File: config.mk
export PLATFORM = sky130hd
export DESIGN_NAME = psbh_slot_ram
export DESIGN_NICKNAME = d
export VERILOG_FILES = /design/src/pc_sample_block_histogram_defines.svh /design/src/psbh_slot_ram.sv
export SDC_FILE = /design/constraint.sdc
export NUM_CORES = 1
export LEC_CHECK = 0
export BUFFER_PORTS_ARGS = -buffer_cell sky130_fd_sc_hd__buf_4
export CAP_MARGIN = 20
export CORE_ASPECT_RATIO = 1.25
export CORE_UTILIZATION = 40
export DETAILED_ROUTE_END_ITERATION = 8
export GPL_TIMING_DRIVEN = 0
export PLACE_DENSITY = 0.55
export SLEW_MARGIN = 40
export SYNTH_ARGS = -nofsm -noshare
export SYNTH_HDL_FRONTEND = slang
export SYNTH_SLANG_ARGS = --single-unit
File: constraint.sdc
create_clock -name i_clk -period 3.1 [get_ports i_clk]
set_input_delay 0.31 -clock i_clk [delete_from_list [all_inputs] [get_ports i_clk]]
set_output_delay 0.31 -clock i_clk [all_outputs]
set_load 0.02 [all_outputs]
File: src/pc_sample_block_histogram_defines.svh
// Assertion macros shared by the histogram RTL.
`ifndef PC_SAMPLE_BLOCK_HISTOGRAM_DEFINES_SVH
`define PC_SAMPLE_BLOCK_HISTOGRAM_DEFINES_SVH

`ifndef SYNTHESIS
// Check a property on every rising edge outside reset.
`define PSBH_ASSERT(label, clk, rst_n, prop) \
    label: assert property (@(posedge clk) disable iff (!rst_n) (prop)) \
        else $error("psbh assertion failed");
// Check a property on every rising edge, reset included.
`define PSBH_ASSERT_ALWAYS(label, clk, prop) \
    label: assert property (@(posedge clk) (prop)) \
        else $error("psbh assertion failed");
`else
`define PSBH_ASSERT(label, clk, rst_n, prop)
`define PSBH_ASSERT_ALWAYS(label, clk, prop)
`endif

`endif

File: src/psbh_slot_ram.sv
// Single-write, single-read RAM with registered read data.
module psbh_slot_ram #(
    parameter int WIDTH = 8,
    parameter int DEPTH = 32
) (
    input  logic                                       i_clk,
    input  logic                                       i_we,
    input  logic [((DEPTH > 1) ? $clog2(DEPTH) : 1)-1:0] i_waddr,
    input  logic [WIDTH-1:0]                           i_wdata,
    input  logic [((DEPTH > 1) ? $clog2(DEPTH) : 1)-1:0] i_raddr,
    output logic [WIDTH-1:0]                           o_rdata
);
    logic [WIDTH-1:0] r_mem [DEPTH];
    logic [WIDTH-1:0] r_rdata;

    always_ff @(posedge i_clk) begin
        if (i_we) begin
            r_mem[i_waddr] <= i_wdata;
        end
    end

    always_ff @(posedge i_clk) begin
        r_rdata <= r_mem[i_raddr];
    end

    assign o_rdata = r_rdata;
endmodule

* Word level (Yosys, flattened, before mapping) *
Memory sizes are Yosys's and may differ from the RTL's. A register that Yosys moved wholly into a read port is not among the register bits.
Cells that the tools add are included.

storage, ports and cells
  memories = 1
  output and inout port bits = 8
  memory bits (writable) = 256
  register bits after elaboration = 0

operators by class
  muxes and demuxes = 2

memory list
  name   words  width  read ports  clocked after Yosys merged registers in  wr ports  RTL line             RTL
  r_mem  32     8      1           1                                        1         psbh_slot_ram.sv:13  logic [WIDTH-1:0] r_mem [DEPTH];

operators with widths
  kind              number
  1-bit 2-to-1 mux  2

* Depth between registers and ports, before layout *
Gate-level depths: netlist (run 1).

  depth in word-level cells = 2
  mapped depth = 5

* Worst setup path before layout (run 1) *
OpenSTA, ideal clock, no wires.

  path kind = input port to flip-flop
  start point = input i_raddr[2] in the netlist's numbering
  end point = register r_rdata[0] (netlist: o_rdata[0]), read port of r_mem
  path slack = 0.988 ns
  data required time = 2.979 ns
  arrival time = 1.992 ns
  path buffers = 2
  stages on the path = 5
  library setup time = 0.121 ns
  path through = clkbuf_1 > clkbuf_1 > mux4_2 > mux4_2 > mux2_2

RTL lines
  item                RTL line             RTL
  start: declaration  psbh_slot_ram.sv:10  input logic [((DEPTH > 1) ? $clog2(DEPTH) : 1)-1:0] i_raddr,
  end: declaration    psbh_slot_ram.sv:14  logic [WIDTH-1:0] r_rdata;

==> impl_results.md, run 1 <==
* Global-route wire length before repair at 28900 um
* FF/Latch Area at 7848 um^2
* CTS tree: built
* Pins Over Slew Limit at 0
* Die W at 143.8 um
* CTS Buf Count at 25
* Syn-to-layout area delta at 12.88%
* PortBufs at 22
* Hold Vio Cnt, Final at 0
* Share of cells above drive strength 1 at 0.3354
* Fin Setup TNS at 0 ns
* Fin crit share at 0.7353
* Number of synthesized flops with an enable pin at 256
* Worst r2r src: r_mem[21][1]$_DFFE_PP_
* Post-synthesis cell count at 417
* Critical setup path kind: input port to register
* Detail Route Antenna Nets at 0
* Power Density at 620.1 nW/um^2
* Post-synth cell types at 15
* Hold Path Class: input port to register
* CTS root buf: clkbuf_16
* Warning count from the yosys run at 0
* Setup violations, final at 0
* Syn Std Cell Area at 10050 um^2
* Flops & latches, synth at 264
* R2R setup slack at 1.25 ns
* Worst Tran Pin Value at 0.7800 ns
* Synthesized Nets at 437
* H-Tree Depth at 1
* Initial Util at 0.4089
* Total track usage at 0.1584
* Sequential fraction of the synthesis area at 0.7806
* Die Ht at 179.3 um
* Peak Freq at 438.7 MHz
* Drt via density at 5.198
* DRT iter0 DRCs at 299
* HPWL after DPL at 13070 um
* Syn_area_per_cell at 24.11 um^2
* Routed WL at 19060 um
* Required @ worst endpoint at 3.48 ns
* Crit path launch type: input port
* Via count at 4210
* Die area at 25780 um^2
* Cell taking the most area after synthesis: edfxtp_1
* Unrepaired setup endpoints after global routing: no
* Vias in the first global route at 4508
* Reg2Reg Depth at 3
* Max-Cap Viols at 0
* Hold Path End: r_mem[26][5]$_DFFE_PP_
* Post-Route Skew at 0.01643 ns
* # IOs at 28
* Static Leak at 3.468 nW
* Final min period at 2.279 ns
* Largest net degree at the start of global routing at 33
* Bufs on Longest Clock Path at 3
* Hold buffer count at CTS at 0
* Setup Buffers After CTS at 0
* Routed wire per std cell at 23.53 um
* RD Place Congestion at 0.7651
* Main synth FF type: edfxtp_1
* HP Start: i_wdata[5]
* Synth top area share at 0.7647
* Min-Delay Path Depth at 1
* Tot Pwr at 7.037 mW
* Total core area at 24580 um^2
* Area of the multi-input gates at 2120 um^2
* Cts repair resizes at 0
* Clock transition at path regs at 0.06 ns
* Remaining DRCs at 0
* Critical Path Sink Type: register
* Grt total ovfl at 0
* Filler cells at 2020
* Antenna violations before repair at 0
* VDD IR-drop max at 0.3243 mV
* End of the worst register-to-register path: o_rdata[1]$_DFF_P_
* Synth async-reset ratio at 0
* Site row count at 64
* N_diodes at 0
* Clk_lat worst skew at 0.51 ns
* CP max FO at 10
* Max-slew headroom at 0.4781
* Final instance area at 11350 um^2
* Router iterations before antenna repair at 6
* Synth top area cells: edfxtp_1, mux4_2, dfxtp_1
* Status: finished, final reports clean
* Nets@finish at 486
* CP arrival at 2.66 ns
* Sink Count at 264
* Placed inst area at 10630 um^2
registers in the layout (all words and copies together), names as in the netlist:
| register | flops |
|---|---|
| r_mem | 256 |
| o_rdata | 8 |
critical path, cell delays in order:
cell	delay, ns
clkbuf_1	0.44
buf_1	0.66
mux4_2	0.43
mux4_2	0.52
mux2_2	0.30
Yosys cell counts (2+ instances only):
cell        n
buf_1       6
buf_4       6
clkbuf_1    6
dfxtp_1     8
edfxtp_1  256
mux2_2      8
mux4_2     80
nand3_1     2
nand3b_1    5
nor2_1     33
or3b_2      3
stage by stage:
stage	setup WS (ns)	hold slack, ns	util	instances
finish	0.8206	0.2202	0.4616	810
global route	0.7366	0.2276	0.4616	810
CTS	0.7436	0.2181	0.4608	810
detailed placement	0.2131	0.7269	0.4325	769
global placement	0.2125	0.7262	0.4325	769
floorplan	0.9876	0.4089	-	417
power breakdown:
group	internal, mW	switching (mW)	leakage, nW
Clock	1.47	1.19	0.341
Combinational	0.176	0.223	0.754
Sequential	3.97	0.0121	2.37
cell type report:
class                   instances  share of cell area
plain buffers                  20            0.009482
well taps                     330             0.03638
clock inverters                 9            0.003859
repair buffers                 22             0.01455
clock buffers                  32             0.05744
multi-input cells             133              0.1868
flip-flops and latches        264              0.6915
worst max-delay path by stage:
| stage | startpoint | end | slack [ns] |
|---|---|---|---|
| after floorplan | i_raddr[2] | o_rdata[0]$_DFF_P_ | 0.99 |
| after global placement | i_raddr[2] | o_rdata[2]$_DFF_P_ | 0.21 |
| after detailed placement | i_raddr[2] | o_rdata[3]$_DFF_P_ | 0.21 |
| after CTS | i_raddr[2] | o_rdata[3]$_DFF_P_ | 0.74 |
| after global routing | i_raddr[2] | o_rdata[2]$_DFF_P_ | 0.74 |
| final | i_raddr[2] | o_rdata[1]$_DFF_P_ | 0.82 |
cell usage in the layout (no fill, tap or decap):
cell type / n
buf_4: 28
buf_2: 1
mux2_2: 8
nand2_1: 1
or3b_2: 3
clkinvlp_4: 1
mux4_2: 80
nand3_1: 2
clkbuf_16: 25
clkbuf_1: 13
clkinv_1: 3
nand3b_1: 5
dfxtp_1: 8
buf_1: 5
edfxtp_1: 256
clkbuf_2: 1
nor2_1: 25
or3_1: 1
buf_6: 1
nor2_2: 8
clkinv_2: 5
routing by layer:
metal / up-vias / global-route usage / share of wire
li1: 1868 / - / -
met4: 0 / 0.04300 / 0.016
met2: 97 / 0.2662 / 0.51
met5: - / 0 / 0
met3: 22 / 0.02057 / 0.040
met1: 2223 / 0.2179 / 0.43
kinds of logic (layout without fill, tap and decap cells):
group | after synthesis | after routing | synth area share
simple gates | 45 | 45 | 0.02066
buf+inv | 20 | 83 | 0.01058
mux | 88 | 88 | 0.1882
flops | 264 | 264 | 0.7806
No activity file was read; power rests on OpenSTA's default activity.
==> run 2, diff against run 1 <==
==> constraint.sdc (replaced) <==
create_clock -name i_clk -period 2.1 [get_ports i_clk]
set_input_delay 0.21 -clock i_clk [delete_from_list [all_inputs] [get_ports i_clk]]
set_output_delay 0.21 -clock i_clk [all_outputs]
set_load 0.02 [all_outputs]
==> impl_results.md, run 2 (synthesis gave the netlist of run 1 again) <==
* End of the worst register-to-register path: o_rdata[1]$_DFF_P_
* Static Leak at 3.485 nW
* Max-Cap Viols at 0
* Critical setup path kind: input port to register
* Antenna violations before repair at 0
* Peak Freq at 520.0 MHz
* Required @ worst endpoint at 2.48 ns
* Placed inst area at 10630 um^2
* Slowest-stage cell, CP: mux4_2
* Hold Path End: r_mem[26][5]$_DFFE_PP_
* CTS Buf Count at 25
* Crit path launch type: input port
* Sw Pwr at 2.102 mW
* Bufs on Longest Clock Path at 3
* HPWL after DPL at 13070 um
* Most frequent cells in the layout: edfxtp_1, mux4_2, buf_4, nor2_1, clkbuf_16
* Largest register by flop count: r_mem
* Die Ht at 179.3 um
* # IOs at 28
* Routed wire per std cell at 23.56 um
* Int Power at 8.288 mW
* Max reg flops at 256
* Critical path's most frequent cell: mux4_2
* Routed WL at 19080 um
* Post-Route Skew at 0.01645 ns
* Final min period at 1.923 ns
* CTS tree: built
* Sink Count at 264
* Initial Util at 0.4089
* Cells after DPL at 769
* HP Start: i_wdata[5]
* Fin Setup TNS at 0 ns
* Status: finished, final reports clean
* N_diodes at 0
* H-Tree Depth at 1
* CP max FO at 10
* Reg2Reg Depth at 3
* Total core area at 24580 um^2
* Worst r2r src: r_mem[31][1]$_DFFE_PP_
* Max incr delay on CP at 0.54 ns
* Hold Vio Cnt, Final at 0
* PortBufs at 22
* VDD IR-drop max at 0.4786 mV
* Syn-to-layout area delta at 12.96%
* R2R setup slack at 0.25 ns
* Die area at 25780 um^2
* Min-Delay Path Depth at 1
* Vias in the first global route at 4508
* Combinational share of power at 0.057
* Hold Path Class: input port to register
* Global-route wire length before repair at 28900 um
* Grt total ovfl at 0
* Largest net degree at the start of global routing at 33
* Max-slew headroom at 0.4781
* Final core occ at 0.4619
* Power Density at 914.9 nW/um^2
* Share of cells above drive strength 1 at 0.3479
* Worst Tran Pin Value at 0.7800 ns
* Total track usage at 0.1584
* Nets@finish at 486
* Remaining DRCs at 0
* Drt via density at 5.194
* Setup Buffers After CTS at 0
* Fin crit share at 0.9157
* RD Place Congestion at 0.7651
* Pins Over Slew Limit at 0
* Clk pwr share at 0.378
* CTS root buf: clkbuf_16
* Router iterations before antenna repair at 6
* Hold buffer count at CTS at 0
* Via count at 4207
* CP arrival at 2.30 ns
* DRT iter0 DRCs at 293
* Unrepaired setup endpoints after global routing: no
* Critical Path Sink Type: register
* Final std cells w/o fill at 810
* Seq pwr share at 0.565
* Final instance area at 11360 um^2
* Die W at 143.8 um
* Net Sw Frac at 0.2023
* CP startpoint: i_raddr[2]
* Clk_lat worst skew at 0.51 ns
* Site row count at 64
* Clock transition at path regs at 0.06 ns
* Setup violations, final at 0
* Cts repair resizes at 6
* Commonest non-fill, non-tap cell in the layout: edfxtp_1
* Critical path, cell by cell: clkbuf_1, clkbuf_2, mux4_2, mux4_2, mux2_2
* Tot Pwr at 10.39 mW
* Detail Route Antenna Nets at 0
==> run 2: cell type report <==
type / count / area (um^2)
Fill cell: 2021 / 13230
Tap cell: 330 / 412.9
Clock buffer: 32 / 651.9
Timing Repair Buffer: 22 / 165.2
Clock inverter: 9 / 43.79
Sequential cell: 264 / 7848
Multi-Input combinational cell: 133 / 2120
Buffer: 20 / 115.1
==> run 2: worst max path at each step <==
stage	depth (start not counted)	endpoint
2_1_floorplan	5	o_rdata[0]$_DFF_P_
3_3_place_gp	5	o_rdata[2]$_DFF_P_
3_5_place_dp	5	o_rdata[3]$_DFF_P_
4_1_cts	5	o_rdata[7]$_DFF_P_
5_1_grt	5	o_rdata[1]$_DFF_P_
6_report	5	o_rdata[7]$_DFF_P_
==> run 2: through the flow <==
step	hold slack, ns	worst slack, ns
3_3_place_gp	0.6262	-0.6875
6_report	0.1206	0.1770
2_1_floorplan	0.3089	0.08762
4_1_cts	0.1181	0.1216
5_1_grt	0.1276	0.1136
3_5_place_dp	0.6269	-0.6869
==> run 2: power groups by stage <==
| stage | logic [mW] | registers [mW] | clock network, mW |
|---|---|---|---|
| after detailed placement | 0.599 | 5.99 | 0 |
| after CTS | 0.601 | 5.88 | 4.03 |
| after global placement | 0.590 | 5.98 | 0 |
| after floorplan | 0.312 | 6.01 | 0 |
| final | 0.589 | 5.88 | 3.93 |
| after global routing | 0.633 | 5.88 | 4.19 |
==> run 2: worst max-delay path, delay by kind of cell <==
kind	cells	cell delay [ns]
multiplexers	3	1.25
buffers and inverters	2	0.84
==> run 2: layer usage <==
metal  part of all wire  vias up  GRT usage
met5                  0        -          0
met4              0.016        0    0.04300
met3              0.037       22    0.02057
met2               0.51       87     0.2662
met1               0.44     2230     0.2179
li1                   -     1868          -
